## src/sv/sbo_pkg.sv

```systemverilog
// shared types, constants and table functions of the stereo beat oscillator
package sbo_pkg;

    localparam int PHASE_BITS_DEF      = 32;
    localparam int SINE_TABLE_BITS_DEF = 10;
    localparam int EXP_TABLE_BITS_DEF  = 10;
    localparam int MAX_HARMONICS_DEF   = 16;

    localparam logic [24:0] C4_Q16      = 25'd17145893;
    localparam logic [31:0] HALF_PI_Q30 = 32'd1686629713;

    localparam int CFG_DATA_W = 20;
    localparam int CFG_IDX_W  = 3;

    typedef enum logic [2:0] {
        CFG_BASE_PITCH = 3'd0,
        CFG_BEAT_FREQ  = 3'd1,
        CFG_WAVEFORM   = 3'd2,
        CFG_HARM_COUNT = 3'd3,
        CFG_HARM_STR   = 3'd4,
        CFG_HZ_TO_STEP = 3'd5,
        CFG_FM_EN      = 3'd6,
        CFG_SYNC_EN    = 3'd7
    } t_cfg_idx;

    typedef enum logic [1:0] {
        WAVE_SINE   = 2'd0,
        WAVE_SQUARE = 2'd1,
        WAVE_TRI    = 2'd2,
        WAVE_SAW    = 2'd3
    } t_wave;

    typedef enum logic [1:0] {
        SH_0  = 2'd0,
        SH_16 = 2'd1,
        SH_17 = 2'd2
    } t_sh;

    typedef struct packed {
        logic en;
        logic clr;
        t_sh  sh;
    } t_mac_op;

    // harmonic weights round(65536/n), indexed by n
    localparam logic [15:0] W_TAB [34] = '{
        16'd0,    16'd0,    16'd32768, 16'd21845, 16'd16384, 16'd13107, 16'd10923,
        16'd9362, 16'd8192, 16'd7282,  16'd6554,  16'd5958,  16'd5461,  16'd5041,
        16'd4681, 16'd4369, 16'd4096,  16'd3855,  16'd3641,  16'd3449,  16'd3277,
        16'd3121, 16'd2979, 16'd2849,  16'd2731,  16'd2621,  16'd2521,  16'd2427,
        16'd2341, 16'd2260, 16'd2185,  16'd2114,  16'd2048,  16'd1986
    };

    function automatic logic [63:0] isqrt64(input logic [63:0] x_in);
        logic [63:0] x;
        logic [63:0] r;
        logic [63:0] b;
        x = x_in;
        r = 64'd0;
        b = 64'd1 << 62;
        for (int it = 0; it < 32; it++) begin
            if (x >= r + b) begin
                x = x - (r + b);
                r = (r >> 1) + b;
            end else begin
                r = r >> 1;
            end
            b = b >> 2;
        end
        return r;
    endfunction

    // q30 value of 2^(i/2^bits)
    function automatic logic [30:0] exp_entry(input int unsigned i, input int unsigned bits);
        logic [63:0] roots [15];
        logic [63:0] e;
        roots[0] = 64'd1 << 31;
        for (int j = 1; j < 15; j++) begin
            roots[j] = (j <= bits) ? isqrt64(roots[j-1] << 30) : 64'd0;
        end
        e = 64'd1 << 30;
        for (int j = 0; j < 14; j++) begin
            if (j < bits && ((i >> j) & 1) != 0) begin
                e = (e * roots[bits-j] + (64'd1 << 29)) >> 30;
            end
        end
        return e[30:0];
    endfunction

    // q15 quarter-wave sine entry, taylor series in q30
    function automatic logic [15:0] sine_entry(input int unsigned i, input int unsigned bits);
        logic [63:0] x;
        logic [63:0] term;
        logic [63:0] r;
        logic signed [63:0] sum;
        x = (64'(HALF_PI_Q30) * 64'(i)) >> bits;
        term = x;
        sum = signed'(x);
        for (int k = 1; k <= 8; k++) begin
            term = (((term * x) >> 30) * x) >> 30;
            term = term / 64'((2 * k) * (2 * k + 1));
            if ((k & 1) != 0) begin
                sum = sum - signed'(term);
            end else begin
                sum = sum + signed'(term);
            end
        end
        if (sum < 0) begin
            sum = 64'sd0;
        end
        r = (unsigned'(sum) + 64'd16384) >> 15;
        return (r > 64'd32767) ? 16'd32767 : r[15:0];
    endfunction

    // floor(v/3) by reciprocal and one correction
    function automatic logic [15:0] div3(input logic [15:0] v);
        logic [31:0] p;
        logic [15:0] q;
        p = 32'(v) * 32'd21846;
        q = p[31:16];
        if (32'(q) * 32'd3 > 32'(v)) begin
            q = q - 16'd1;
        end
        return q;
    endfunction

endpackage

```

## src/sv/sbo_mac.sv

```systemverilog
// shared multiply-accumulate unit with partial-product shift
module sbo_mac (
    input  logic                 i_clk,
    input  sbo_pkg::t_mac_op     i_op,
    input  logic signed [25:0]   i_a,
    input  logic signed [20:0]   i_b,
    output logic signed [63:0]   o_acc
);
    logic signed [46:0] w_prod;
    logic signed [63:0] w_term;
    logic signed [63:0] r_acc;

    assign w_prod = i_a * i_b;

    always_comb begin
        unique case (i_op.sh)
            sbo_pkg::SH_16: w_term = 64'(w_prod) <<< 16;
            sbo_pkg::SH_17: w_term = 64'(w_prod) <<< 17;
            default:        w_term = 64'(w_prod);
        endcase
    end

    always_ff @(posedge i_clk) begin
        if (i_op.en) begin
            r_acc <= (i_op.clr ? 64'sd0 : r_acc) + w_term;
        end
    end

    assign o_acc = r_acc;
endmodule

```

## config.mk

```make
export PLATFORM = sky130hd
export DESIGN_NAME = sbo_mac
export DESIGN_NICKNAME = d
export VERILOG_FILES = /design/src/sv/sbo_pkg.sv /design/src/sv/sbo_mac.sv
export SDC_FILE = /design/constraint.sdc
export NUM_CORES = 2
export LEC_CHECK = 0
export BUFFER_PORTS_ARGS = -buffer_cell sky130_fd_sc_hd__buf_2
export CORE_MARGIN = 2
export CORE_UTILIZATION = 49
export DETAILED_ROUTE_END_ITERATION = 10
export GPL_ROUTABILITY_DRIVEN = 1
export HOLD_SLACK_MARGIN = 0.03
export PLACE_DENSITY = 0.67
export SLEW_MARGIN = 20
export SYNTH_ARGS = -nofsm -noshare
export SYNTH_HDL_FRONTEND = slang
export SYNTH_SLANG_ARGS = --single-unit
```

## constraint.sdc

```tcl
create_clock -name i_clk -period 13.3 [get_ports i_clk]
set_clock_uncertainty 0.05 [all_clocks]
set_input_delay 1.995 -clock i_clk [delete_from_list [all_inputs] [get_ports i_clk]]
set_output_delay 1.995 -clock i_clk [all_outputs]
set_load 0.02 [all_outputs]
```

# Word-level counts from Yosys, hierarchy flattened
# Index checks and enable logic that the tools add are counted.
dict set report totals {
  output_inout_bits 64
  ff_bits 64
  in_bits 52
  wordCells 7
}
dict set report classes {
  n_mux 2
  mul 1
  n_eq_ne 2
  n_addsub 1
}
# op n
set op_table {}
lappend op_table {{63-bit case mux with 2 select lines} 1}
lappend op_table {{64-bit adder} 1}
lappend op_table {{64-bit two-way mux} 1}
lappend op_table {{26-bit by 21-bit multiplier with 47-bit output} 1}
lappend op_table {{2-bit by 1-bit == test with 1-bit output (second input constant)} 1}
lappend op_table {{2-bit == test (second input constant)} 1}

# Logic depth before layout (Yosys ltp)
dict set report depth {
  ltp_word 3
  mapped_depth 41
  ltp_nobuf 37
}

# Least setup slack after synthesis
# Ideal clock, no wire load.
dict set report synth_path {
  path_kind {input to register}
  startpoint {input i_a[25]}
  endpoint {register r_acc[61], in the netlist o_acc[61], data pin}
  setup_slack_ps 2407
  arrival_time_ps 10585
  t_required_ps 12992
  stages 36
  cell_sequence {clkbuf_1 nand2_1 fa_1 fa_1 inv_1 fa_1 inv_1 fa_1 inv_1 fa_1 fa_1 inv_1 fa_1 inv_1 ha_1 or3_1 o21ai_0 a21oi_1 a221oi_1 a21oi_1 o22ai_1 xnor2_1 and2_1 clkbuf_1 buf_2 nor2_1 ha_1 a21oi_1 o21ai_0 a211oi_1 and2_1 nor3b_1 a211o_1 o21ai_0 a21oi_1 xnor2_1}
}
dict set report synth_between {
  elab_chain_cells 3
}
# item line_no
set synth_lines {}
lappend synth_lines {{from (decl)} sbo_mac.sv:5} ;# input logic signed [25:0] i_a,
lappend synth_lines {{26-bit by 21-bit multiplier with 47-bit output} sbo_mac.sv:13} ;# assign w_prod = i_a * i_b;
lappend synth_lines {{63-bit case mux with 2 select lines} sbo_mac.sv:16} ;# unique case (i_op.sh)
lappend synth_lines {{64-bit adder} sbo_mac.sv:25} ;# r_acc <= (i_op.clr ? 64'sd0 : r_acc) + w_term;
lappend synth_lines {{to (signal assigned)} sbo_mac.sv:25}
lappend synth_lines {{to (decl)} sbo_mac.sv:11} ;# logic signed [63:0] r_acc;
# Every way passes these cells.
# A chain may end at the register's enable or synchronous reset.

# Worst setup path in the final report
dict set report layout_path {
  startpoint {input i_b[20]}
  endpoint {register r_acc[61], in the netlist o_acc[61], data pin}
}
dict set report layout_between {
  elab_chain_cells 3
}
# item line_no
set layout_lines {}
lappend layout_lines {{from (decl)} sbo_mac.sv:6} ;# input logic signed [20:0] i_b,
lappend layout_lines {{26-bit by 21-bit multiplier with 47-bit output} sbo_mac.sv:13}
lappend layout_lines {{63-bit case mux with 2 select lines} sbo_mac.sv:16}
lappend layout_lines {{64-bit adder} sbo_mac.sv:25}
# Every way passes these cells.

==> results.yml <==
worst_setup_path:
  crit_fanout: 21
  arrival_ps: 12000
  cp_common_cell: "fa_1"
  start_kind: "primary input"
  cpMaxStageDelayCell: "inv_1"
  endpoint_kind: "flip-flop"
  max_stage_delay_ps: 800
  critPathRequiredTime_ps: 13360
  reg2reg_slack_ps: 9020
  r2r-start: "o_acc[0]"
  crit_type: "primary input to flip-flop"
  reg2reg_depth: 14
  reg2reg_to: "o_acc[44]"
timing:
  drv_slew: 0
  setup_violations: 0
  fmax_mhz: 83.8
  finalHoldViolations: 0
  tightest_slew_ps: 1070
  tns_ps: 0
  period_needed_ps: 11940
  finalCritPeriodShare: 0.897
  maxSlewHeadroom: 0.284
  rsz0062_at_grt: "false"
  finalWorstSetupSlack_ps: 1360
global_routing:
  grt_pass1_vias: 21900
  grt_usage: 0.256
  grt_max_degree: 90
  antenna_found_initial: 5
  grt_pass1_wl_mm: 114
  grt_overflow: 0
synth:
  synth_seq_cells: 64
  synth.distinct_cells: 72
  yosysWarnings: 0
  synth-seq-area-share: 0.0718
  async_flop_share: 0
  synth_top_area_share: 0.415
  synth_top_flop_cell: "edfxtp_1"
  ys_top_cells_by_area: "fa_1, inv_1, ha_1"
  postSynthAreaPerCell_um2: 8.66
  syn-num-nets: 3882
  yosys-top-cells-count: "inv_1, fa_1, nand2_1"
  synth-edff-count: 64
  synthCells: 3089
  synth_top_area_cell: "fa_1"
  yosysMostFrequentCell: "inv_1"
  syn_area_um2: 26800
detailed_routing:
  drt_iter0_drc: 1477
  wl_mm: 70.7
  avgRoutedWirePerCell_um: 18.8
  via_count: 20800
  drcViolationCount: 0
  drt.antenna.violating_nets: 0
  first_pass_iters: 6
  viasPerCell: 5.53
min_path:
  whs_path_depth: 2
  min_to: "o_acc[0]"
  min_from: "o_acc[0]"
  hold_class: "flip-flop to flip-flop"
cells_and_area:
  largest_reg_flops: 64
  final_cells: 3767
  multi_input_area_um2: 21800
  syn2layout_area_growth_pct: 4.41
  num-nets-final: 3857
  seq_area_um2: 1920
  drive_above_1_share: 0.0499
  nFillCells: 5079
clock_tree:
  cts_setup_buffers: 0
  hold_buffers: 0
  cts.clk_slew.worst_paths_ps: 60
  numCtsBuffers: 9
  clk_latency_ps: 360
  cts_repair_resize_count: 0
  cts_tree: "built"
  clock_path_buffers: 2
  cts_root_buffer: "clkbuf_16"
  cts.sinks: 64
  htreeDepth: 3
floorplan:
  dieArea_um2: 56500
  die_x_um: 238
  core_um2: 53900
  rows: 85
  pin_count: 116
  dieHeight_um: 238
  initial_core_util: 0.496
placement:
  place_congestion: 0.959
  portBuffers: 115
  dp_hpwl_mm: 59.0
  pre_cts_slack_ps: 1190
  placed_cells: 3749
run_status:
  status: "completed"
job:
  max-cap-violations: 0
-- metal layers --
layer | global-route usage | part of all wire | up-vias
li1 | - | - | 9453
met1 | 0.332 | 0.42 | 10600
met2 | 0.445 | 0.50 | 597
met3 | 0.0384 | 0.052 | 128
met4 | 0.0739 | 0.029 | 4
met5 | 0 | 0.00031 | -
-- cell usage in the layout, fill, tap and decap left out, drive strengths merged, types with 20 or more instances in the layout --
master,n
nor2,101
edfxtp,64
fa,555
buf,119
o21ai,92
nand3,21
ha,186
a22oi,22
nand2,400
a21oi,123
and2,248
o21bai,21
a21o,24
nor3,20
a221oi,26
inv,659
xor2,31
nor2b,74
xnor2,75
-- critical path, delay by kind of cell --
| kind | cells | cell delay, ps |
|---|---|---|
| AO/OA/AOI/OAI | 10 | 2630 |
| XOR/XNOR | 2 | 390 |
| adder cells (fa/ha/maj) | 9 | 4270 |
| AND/OR/NAND/NOR | 6 | 1700 |
| buffers and inverters | 2 | 990 |
-- how the worst max path moves through the flow --
stage / startpoint / endpoint / cells past startpoint
2_1_floorplan: i_a[25] / o_acc[61] / 36
3_3_place_gp: i_b[20] / o_acc[56] / 31
3_5_place_dp: i_b[20] / o_acc[61] / 29
4_1_cts: i_b[3] / o_acc[61] / 34
5_1_grt: i_b[3] / o_acc[61] / 34
6_report: i_b[20] / o_acc[61] / 29
-- logic make-up after synthesis --
family / synth area share
buf+inv: 0.115
xor+xnor: 0.0347
mux: 0.000748
compound gates: 0.105
simple gates: 0.171
flops: 0.0718
fa+ha+maj: 0.502
-- layout make-up --
| cell class | instances | share of cell area |
|---|---|---|
| Clock inverter | 6 | 0.00215 |
| Multi-Input combinational cell | 2211 | 0.779 |
| Antenna cell | 2 | 0.000179 |
| Timing Repair Buffer | 119 | 0.0217 |
| Sequential cell | 64 | 0.0688 |
| Tap cell | 696 | 0.0312 |
| Clock buffer | 10 | 0.00819 |
| Inverter | 659 | 0.0885 |
-- stage by stage --
stage	utilization	hold slack, ps	instance area, µm²
finish	0.518	719	27900
global route	0.518	776	27900
CTS	0.518	715	27900
detailed placement	0.513	695	27700
global placement	0.513	655	27700
floorplan	-	774	26800
Power is not shown: default switching activity piles up to over one toggle a cycle in this logic, so the estimate is an artifact.
