File: config.mk
export PLATFORM = sky130hd
export DESIGN_NAME = sbo_div
export DESIGN_NICKNAME = d
export VERILOG_FILES = /design/src/sv/sbo_div.sv
export SDC_FILE = /design/constraint.sdc
export NUM_CORES = 1
export LEC_CHECK = 0
export ABC_AREA = 0
export BUFFER_PORTS_ARGS = -buffer_cell sky130_fd_sc_hd__buf_2
export CAP_MARGIN = 20
export CORE_MARGIN = 10
export CORE_UTILIZATION = 50
export CTS_BUF_LIST = sky130_fd_sc_hd__clkbuf_4 sky130_fd_sc_hd__clkbuf_8
export CTS_CLUSTER_DIAMETER = 60
export DETAILED_ROUTE_END_ITERATION = 8
export GPL_TIMING_DRIVEN = 0
export PLACE_DENSITY = 0.74
export SLEW_MARGIN = 5
export SYNTH_ARGS = -nofsm -noshare
export SYNTH_HDL_FRONTEND = slang
export SYNTH_SLANG_ARGS = --single-unit
File: constraint.sdc
create_clock -name i_clk -period 3.3 [get_ports i_clk]
set_input_delay 0.66 -clock i_clk [delete_from_list [all_inputs] [get_ports i_clk]]
set_output_delay 0.66 -clock i_clk [all_outputs]
set_load 0.05 [all_outputs]
File: src/sv/sbo_div.sv
// restoring divider, one quotient bit per cycle
module sbo_div (
    input  logic        i_clk,
    input  logic        i_rst_n,
    input  logic        i_start,
    input  logic [34:0] i_num,
    input  logic [17:0] i_den,
    output logic        o_done,
    output logic [16:0] o_quot
);
    localparam int QB = 17;
    localparam int CB = $clog2(QB + 1);

    logic [17:0]   r_rem;
    logic [QB-1:0] r_low;
    logic [17:0]   r_den;
    logic [CB-1:0] r_cnt;
    logic          r_busy;
    logic          r_done;
    logic [18:0]   w_trial;
    logic          w_ge;

    assign w_trial = {r_rem, r_low[QB-1]};
    assign w_ge    = w_trial >= {1'b0, r_den};

    always_ff @(posedge i_clk) begin
        if (!i_rst_n) begin
            r_busy <= 1'b0;
            r_done <= 1'b0;
            r_cnt  <= '0;
        end else begin
            r_done <= 1'b0;
            if (i_start) begin
                r_busy <= 1'b1;
                r_cnt  <= CB'(QB);
            end else if (r_busy) begin
                r_cnt <= r_cnt - CB'(1);
                if (r_cnt == CB'(1)) begin
                    r_busy <= 1'b0;
                    r_done <= 1'b1;
                end
            end
        end
    end

    always_ff @(posedge i_clk) begin
        if (i_start) begin
            // quotient fits QB bits, so the high part is below the divisor
            r_rem <= i_num[34:QB];
            r_low <= i_num[QB-1:0];
            r_den <= i_den;
        end else if (r_busy) begin
            r_rem <= w_ge ? 18'(w_trial - {1'b0, r_den}) : w_trial[17:0];
            r_low <= {r_low[QB-2:0], w_ge};
        end
    end

    assign o_done = r_done;
    assign o_quot = r_low;
endmodule

# After elaboration in Yosys (flattened, before gate mapping)
# Index checks and enable logic that the tools add are counted.
[totals]
register_bits = 60
inputBits = 56
output_inout_bits = 18
elab_cells = 27
[op_classes]
addsub = 2
n_lt_le_gt_ge = 1
eq_ne = 1
mux = 11
bitwise = 2
n_reduce_logical = 3
[op_table]
columns = ["cell", "n"]
rows = [
  ["$mux 18", 3],
  ["$mux 17", 2],
  ["$ge 19x18->1", 1],
  ["$sub 18x18->18", 1],
  ["$mux 5", 2],
  ["$eq 5x1->1 const B", 1],
  ["$sub 5x1->5 const B", 1],
  ["$mux 1", 4],
  ["$reduce_or 3->1", 1],
  ["$not 1->1", 2],
  ["$reduce_bool 2->1", 1],
  ["$reduce_or 2->1", 1],
]

# Logic depth before layout (Yosys ltp)
# Gate-level depths: netlist of the first run.
[logic_depth]
depth_word = 4
depth_mapped = 12

# Worst setup path before layout of the first run
# Ideal clock, no wire load.
[synth_path]
kind = "reg2reg"
start = "reg r_low[16], in the netlist o_quot[16]"
end = "reg r_rem[1] (data pin)"
arrival_ps = 2325
required_time_ps = 3042
slack_ps = 717
path_stages_with_launch = 11
path_buffers = 2
synth_period_minus_slack_ps = 2583
path_cell_list = "edfxtp_1 -> inv_1 -> ha_1 -> nand2b_1 -> a211oi_1 -> o21a_1 -> o21ai_4 -> and2_4 -> buf_6 -> buf_6 -> o221a_1"
[synth_between]
elab_chain_len = 4
word_cells_on_any_way = 5
classes_between = "add/sub (1); order compare (1); mux (3)"
[synth_rtl]
columns = ["item", "line_no", "source"]
rows = [
  ["from (decl)", "15", "logic [QB-1:0] r_low;"],
  ["from (signal assigned)", "50", "r_low <= i_num[QB-1:0];"],
  ["from (signal assigned)", "54", "r_low <= {r_low[QB-2:0], w_ge};"],
  ["$sub 18x18->18 / $ge 19x18->1 (equally long branches)", "53, 24", ""],
  ["$mux 18 (*)", "53", "r_rem <= w_ge ? 18'(w_trial - {1'b0, r_den}) : w_trial[17:0];"],
  ["$mux 18 (*)", "52", "end else if (r_busy) begin"],
  ["$mux 18 (*)", "47", "if (i_start) begin"],
  ["to (signal assigned)", "49", "r_rem <= i_num[34:QB];"],
  ["to (signal assigned)", "53", ""],
  ["to (decl)", "14", "logic [17:0] r_rem;"],
]
# Every way passes the cells marked *; elsewhere a longest branch is shown, timed or not. The select of a mux whose other input is x is not followed.
# A chain may end at the register's enable or synchronous reset.

# Final worst setup path of the first run
[layout_path]
start = "reg r_rem[5]"
end = "reg r_rem[2] (data pin)"
[layout_between]
elab_chain_len = 4
[layout_rtl]
columns = ["item", "line_no", "source"]
rows = [
  ["$ge 19x18->1", "24", "assign w_ge = w_trial >= {1'b0, r_den};"],
  ["$mux 18", "53", ""],
  ["$mux 18", "52", ""],
  ["$mux 18", "47", ""],
]
# No other way between the ends. The select of a mux whose other input is x is not followed.

==> results of run 1 <==
## how the worst max path moves through the flow
stage | slack (ns) | cells after the start | endpoint | from
4_1_cts | 0.53 | 9 | r_rem[10] | r_rem[5]
3_5_place_dp | 0.40 | 4 | r_rem[16] | i_start
3_3_place_gp | -0.06 | 4 | r_rem[16] | i_start
2_1_floorplan | 0.72 | 10 | r_rem[1] | o_quot[16]
6_report | 0.44 | 9 | r_rem[2] | r_rem[5]
5_1_grt | 0.34 | 9 | r_rem[10] | r_rem[5]
## worst max-delay path: cells and delay by family, from the launching register on
kind / cells / cell delay (ns)
DFF: 1 / 0.41
and+or+nand+nor: 2 / 0.30
adders and majority gates: 1 / 0.31
buffers and inverters: 2 / 0.72
AOI/OAI and AO/OA: 4 / 0.91
## cell families (layout without fill, tap and decap cells)
group / after synthesis / in the layout / share of synthesized area (%)
AOI/OAI and AO/OA: 83 / 83 / 18.2
buffers and inverters: 42 / 131 / 4.95
adders and majority gates: 21 / 21 / 7.23
DFF: 60 / 60 / 46.3
muxes: 19 / 19 / 5.66
and+or+nand+nor: 95 / 95 / 13.9
xor gates and xnor gates: 16 / 16 / 3.75
## power by group through the flow
stage	registers, mW	logic, mW	clock network, mW
global route	1.06	1.40	0.791
global placement	1.06	1.23	0
CTS	1.05	1.27	0.763
floorplan	1.13	0.894	0
detailed placement	1.06	1.26	0
finish	1.05	1.29	0.752
## layout make-up
cell class / instances / area, µm²
well taps: 99 / 124
clock buffers: 9 / 124
multi-input cells: 234 / 1820
repair buffers: 73 / 365
fillers: 622 / 2810
flip-flops and latches: 60 / 1730
clock inverters: 7 / 91.3
plain buffers: 16 / 87.6
inverters: 26 / 97.6
## synth_stat cells, types with 4 or more instances
library cell	count
a211o_1	4
a21o_1	5
xnor2_1	7
buf_2	4
ha_1	20
o21ai_0	7
and2_1	12
nand2b_1	5
clkbuf_1	6
edfxtp_1	53
nor2_1	18
nand2_1	23
o311ai_1	5
xor2_1	9
a21oi_1	13
a41oi_1	9
nand4_1	8
mux2_2	17
o31ai_2	8
nor3_1	6
dfxtp_1	7
inv_1	25
## metrics by stage
step	cells	worst slack, ns	power [mW]	hold WS [ns]	instance area [µm²]
3_3_place_gp	508	-0.0577	2.29	0.480	4230
4_1_cts	524	0.526	3.08	0.456	4450
6_report	524	0.442	3.08	0.470	4450
2_1_floorplan	336	0.717	2.02	0.468	3740
5_1_grt	524	0.336	3.25	0.463	4450
3_5_place_dp	508	0.402	2.32	0.485	4230
## registers in the layout, indices dropped and copies added (netlist names)
register  cells
o_done        1
r_busy        1
r_den        18
o_quot       17
r_cnt         5
r_rem        18
## per-layer routing
metal | GRT usage, % | vias to the layer above | wire length [µm]
met3 | 7.55 | 11 | 914
li1 | - | 1449 | -
met5 | 0 | - | 0
met4 | 5.22 | 0 | 115
met2 | 28.2 | 132 | 4560
met1 | 20.4 | 1466 | 4290
==> summary.md, run 1 <==
| Metric | Value |
|---|---|
| CP Data Arrival Time | `3.03 ns` |
| Slowest CP cell | `clkbuf_1` |
| Starting Density | `between 50% and 60%` |
| Port bufs | `73` |
| CTS buffer count | `9` |
| Syn nets | `413` |
| Worst skew pair latency | `around 0.36 ns` |
| Max clock buf depth | `2` |
| Critical Path End Type | `register` |
| First-pass GRT wire length | `15800 µm` |
| Top-Level Pins | `between 70 and 80` |
| Final core utilization | `61.3%` |
| Switching share of total power | `38.4%` |
| Layout Skew | `0.00996 ns` |
| Wire per inst | `18.8 µm` |
| Worst-Margin Slew | `0.853 ns` |
| Seq pwr share | `34.0%` |
| Die height | `about 110 µm` |
| Drt first-iter violations | `192` |
| Min cycle time layout | `2.86 ns` |
| Post-detailed-route DRC marker count | `0` |
| H-tree lvl count | `3` |
| Most frequent cells in the layout | `buf_2, edfxtp_1, inv_1, nand2_1, ha_1` |
| CTS Root Cell | `clkbuf_8` |
| Top cells by area, synth | `edfxtp_1, ha_1, mux2_2, dfxtp_1, o31ai_2` |
| Critical path's largest stage delay | `between 0.5 and 0.6 ns` |
| Max-slew violations | `0` |
| Reg-to-Reg End | `r_rem[2]` |
| Core region area | `7250 µm²` |
| Die outline width | `around 110 µm` |
| Critical path class | `register to register` |
| RD Place Congestion | `0.950` |
| Final setup fails | `0` |
| Vias per cell | `5.84` |
| Yosys Warn Count | `0` |
| Post-Route WL | `9870 µm` |
| Synth cell types | `62` |
| CP Launch Type | `register` |
| Diode count | `0` |
| Most common cell after layout, fill and taps aside | `buf_2` |
| Drt pass-1 iters | `5` |
| Register-to-Register Path Depth | `9` |
| Pwr/cell area | `694 nW/µm²` |
| Vias in the first global route | `3262` |
| Hold buffers post-CTS | `0` |
| Asr flop ratio synth | `0%` |
| Final #Nets | `around 500` |
| Unrepaired setup endpoints after global routing | `false` |
| Sequential-to-total area share from yosys stat | `about 46%` |
| Aggregate global routing overflow | `0` |
| Post-synth top flop | `edfxtp_1` |
| Status | `finished, final reports clean` |
| Share of layout cells above drive strength 1 | `around 32%` |
| CP Cell Sequence | `ha_1 -> buf_2 -> a21oi_4 -> nand2_1 -> o21a_1 -> o21ai_4 -> clkbuf_1 -> nand4_1 -> o311ai_1` |
| Post-CTS sizing | `0` |
| Post-Syn Area | `3740 µm²` |
| Pin count of the biggest net entering global routing | `36` |
| Syn_area_per_cell | `11.1 µm²` |
| Reg clk slew, reported paths | `0.08 ns` |
| Post-synth EDFFs | `53` |
| Clock power share | `24.4%` |
| DR vias | `3058` |
| Setup TNS | `0 ns` |
| Hold_sp | `i_den[3]` |
| R2R setup slack | `approximately 0.44 ns` |
| Hold path cells | `1` |
| Yosys top cell area share | `about 43%` |
| Worst Hold End | `r_den[3]` |
| CTS tree | `done` |
| Max_cap viols | `0` |
| Routed Antenna Nets | `0` |
| Max VDD drop | `approximately 0.35 mV` |
| HPWL after detailed placement | `about 7000 µm` |
| Reg-to-Reg Start | `r_rem[5]` |
| Final Cycle Share | `86.6%` |
| Synth Register Bits | `60` |
| WP data required | `between 3 and 4 ns` |
| All-Layer GR Usage | `17.4%` |
| Die area | `between 10000 and 15000 µm²` |
| Post-CTS setup buffers | `0` |
| Pleak | `1.87 nW` |
| Logic pwr share | `41.7%` |
| Worst min path class | `input pin to register` |
| Mapped Cells | `336` |
| Final hold violation count | `0` |
| Pint | `approximately 1.9 mW` |
| Worst Path Max Fanout | `10` |
| Area growth syn-to-layout | `18.9%` |
| Worst slew margin | `42.9%` |
| Yosys top cell by area | `edfxtp_1` |
| Sw power | `1.18 mW` |
| Maximum clock frequency | `350 MHz` |
| Antenna violations before repair | `0` |
| Clock sink total | `60` |
| Cell row count | `31` |
Power figures use the tool's default switching activity.
==> inputs of run 2 (changes only) <==
--- a/config.mk
+++ b/config.mk
@@ -8,13 +8,14 @@
 export ABC_AREA = 0
 export BUFFER_PORTS_ARGS = -buffer_cell sky130_fd_sc_hd__buf_2
 export CAP_MARGIN = 20
+export CORE_ASPECT_RATIO = 0.75
 export CORE_MARGIN = 10
-export CORE_UTILIZATION = 50
+export CORE_UTILIZATION = 45
 export CTS_BUF_LIST = sky130_fd_sc_hd__clkbuf_4 sky130_fd_sc_hd__clkbuf_8
 export CTS_CLUSTER_DIAMETER = 60
 export DETAILED_ROUTE_END_ITERATION = 8
 export GPL_TIMING_DRIVEN = 0
-export PLACE_DENSITY = 0.74
+export PLACE_DENSITY = 0.68
 export SLEW_MARGIN = 5
 export SYNTH_ARGS = -nofsm -noshare
 export SYNTH_HDL_FRONTEND = slang
==> run 2 against run 1 <==
Against the previous run:
- cell count increased by 1.1%
- register-to-register slack gained 0.09 ns
- worst setup slack improved by 0.092 ns
- first-iteration DRC count is 21% higher
- sequential power about the same
==> summary.md, run 2 (same netlist as run 1, synthesis figures left out) <==
| Metric | Value |
|---|---|
| Share of layout cells above drive strength 1 | `31.8% (-0.24 points)` |
| Antenna violations before repair | `0 (unchanged)` |
| Post-detailed-route DRC marker count | `0 (unchanged)` |
| Min cycle time layout | `2.77 ns (-0.0922 ns)` |
| Post-Route WL | `10200 µm (+3.1%)` |
| Die area | `12400 µm² (+9.3%)` |
| Post-CTS sizing | `0 (unchanged)` |
| Slowest CP cell | `clkbuf_1` |
| All-Layer GR Usage | `16.5% (-0.86 points)` |
| Final Cycle Share | `83.8% (-2.8 points)` |
| Hold_ws | `0.480 ns (+0.0101 ns)` |
| CP Data Arrival Time | `2.95 ns (-0.08 ns)` |
| Die height | `98.9 µm (-7.1%)` |
| Layout Skew | `0.00916 ns (-0.000798 ns)` |
| Die outline width | `125 µm (+18%)` |
| Vias in the first global route | `3161 (-3.1%)` |
| Diode count | `0 (unchanged)` |
| Placed Area | `4240 µm² (+0.18%)` |
| R2R setup slack | `0.53 ns (+0.09 ns)` |
| Worst skew pair latency | `0.35 ns (about the same)` |
| Maximum clock frequency | `362 MHz (+3.3%)` |
| Max clock buf depth | `2 (unchanged)` |
| Drt pass-1 iters | `5 (unchanged)` |
| Origin of the worst setup path | `r_rem[5]` |
| Final #Nets | `497 (unchanged)` |
| Vias per cell | `5.70 (-2.3%)` |
| Worst min path class | `input pin to register` |
| First-pass GRT wire length | `16500 µm (+4.1%)` |
| Cell row count | `28 (-9.7%)` |
| Wire per inst | `19.2 µm (+2.0%)` |
| Worst slew margin | `41.5% (-1.4 points)` |
| Unrepaired setup endpoints after global routing | `false` |
| Hold_sp | `i_den[14]` |
| Top-Level Pins | `74 (unchanged)` |
| CTS buffer count | `9 (unchanged)` |
| Setup WS pre-CTS | `0.324 ns (-0.0783 ns)` |
| Most common cell after layout, fill and taps aside | `buf_2` |
| Aggregate global routing overflow | `0 (unchanged)` |
| CTS tree | `done` |
| Worst-Margin Slew | `0.874 ns (+0.0209 ns)` |
| Most frequent cells in the layout | `buf_2, edfxtp_1, inv_1, nand2_1, ha_1` |
| HPWL after detailed placement | `7510 µm (+4.7%)` |
| Critical path's largest stage delay | `0.52 ns (about the same)` |
| Post-route cell area | `4450 µm² (+0.17%)` |
| Clock sink total | `60 (unchanged)` |
| Starting Density | `46.8% (-4.7 points)` |
| Worst Hold End | `r_den[14]` |
| Hold buffers post-CTS | `0 (unchanged)` |
| Critical path class | `register to register` |
| Routed Antenna Nets | `0 (unchanged)` |
| Worst Path Max Fanout | `10 (unchanged)` |
| Final hold violation count | `0 (unchanged)` |
| Max-slew violations | `0 (unchanged)` |
| CTS Root Cell | `clkbuf_8` |
| Port bufs | `73 (unchanged)` |
| Register-to-Register Path Depth | `9 (unchanged)` |
| Pwr/cell area | `692 nW/µm² (-0.31%)` |
| Max_cap viols | `0 (unchanged)` |
| RD Place Congestion | `0.888 (-6.5%)` |
| Final setup fails | `0 (unchanged)` |
| Status | `finished, final reports clean` |
| Drt first-iter violations | `233 (+21%)` |
| Setup WS post-layout | `0.534 ns (+0.0922 ns)` |
| Pin count of the biggest net entering global routing | `36 (unchanged)` |
| Reg-to-Reg Start | `r_rem[5]` |
| Reg clk slew, reported paths | `0.07 ns (about the same)` |
| Hold path cells | `1 (unchanged)` |
| Max VDD drop | `0.483 mV (+37%)` |
| Post-CTS setup buffers | `0 (unchanged)` |
| CP Launch Type | `register` |
| Core region area | `7990 µm² (+10%)` |
| Reg-to-Reg End | `r_rem[12]` |
| H-tree lvl count | `3 (unchanged)` |
| CP Cell Sequence | `ha_1 -> buf_2 -> a21oi_4 -> nand2_1 -> o21a_1 -> o21ai_4 -> clkbuf_1 -> a41oi_1 -> o31ai_2` |
| Critical Path End Type | `register` |
| DR vias | `3022 (-1.2%)` |
| Area growth syn-to-layout | `19.1%` |
| Pleak | `1.86 nW (about the same)` |
| WP data required | `3.49 ns (+0.02 ns)` |
==> run 2: worst max-delay path by stage <==
stage,to,slack [ns]
global placement,r_rem[8],-0.15
detailed placement,r_rem[8],0.32
finish,r_rem[12],0.53
global route,r_rem[16],0.37
floorplan,r_rem[1],0.72
CTS,r_rem[12],0.58
==> run 2: critical path: cells and delay by family (launching register included) <==
kind | cells | cell delay [ns]
adder cells (fa/ha/maj) | 1 | 0.30
flip-flops | 1 | 0.39
AND/OR/NAND/NOR | 1 | 0.09
buffers and inverters | 2 | 0.71
AO/OA/AOI/OAI | 5 | 1.12
==> run 2: metal layers <==
metal  up-vias  track usage [%]  share of wire, %
li1       1455                -                 -
met1      1436             21.3                46
met3        14             4.55               6.8
met4         0             5.74               1.9
met5         -                0                 0
met2       117             26.0                45
==> run 2: area by class of cell <==
| cell class | count | area (µm²) |
|---|---|---|
| clock buffers | 11 | 139 |
| multi-input cells | 234 | 1820 |
| repair buffers | 73 | 365 |
| clock inverters | 5 | 76.3 |
| well taps | 105 | 131 |
| flip-flops and latches | 60 | 1730 |
| inverters | 26 | 97.6 |
| fillers | 701 | 3530 |
| plain buffers | 16 | 87.6 |
==> run 2: metrics by stage <==
stage          setup TNS (ns)  instances  power [mW]  util (%)
3_5_place_dp                0        514        2.33      53.1
3_3_place_gp            -5.19        514        2.30      53.0
5_1_grt                     0        530        3.26      55.7
4_1_cts                     0        530        3.08      55.7
6_report                    0        530        3.08      55.7
2_1_floorplan               0        336        2.02         -
==> run 2: report_power, final <==
group,switching [mW],internal [mW]
Combinational,0.800,0.496
Clock,0.296,0.438
Sequential,0.0686,0.982
Total,1.16,1.92
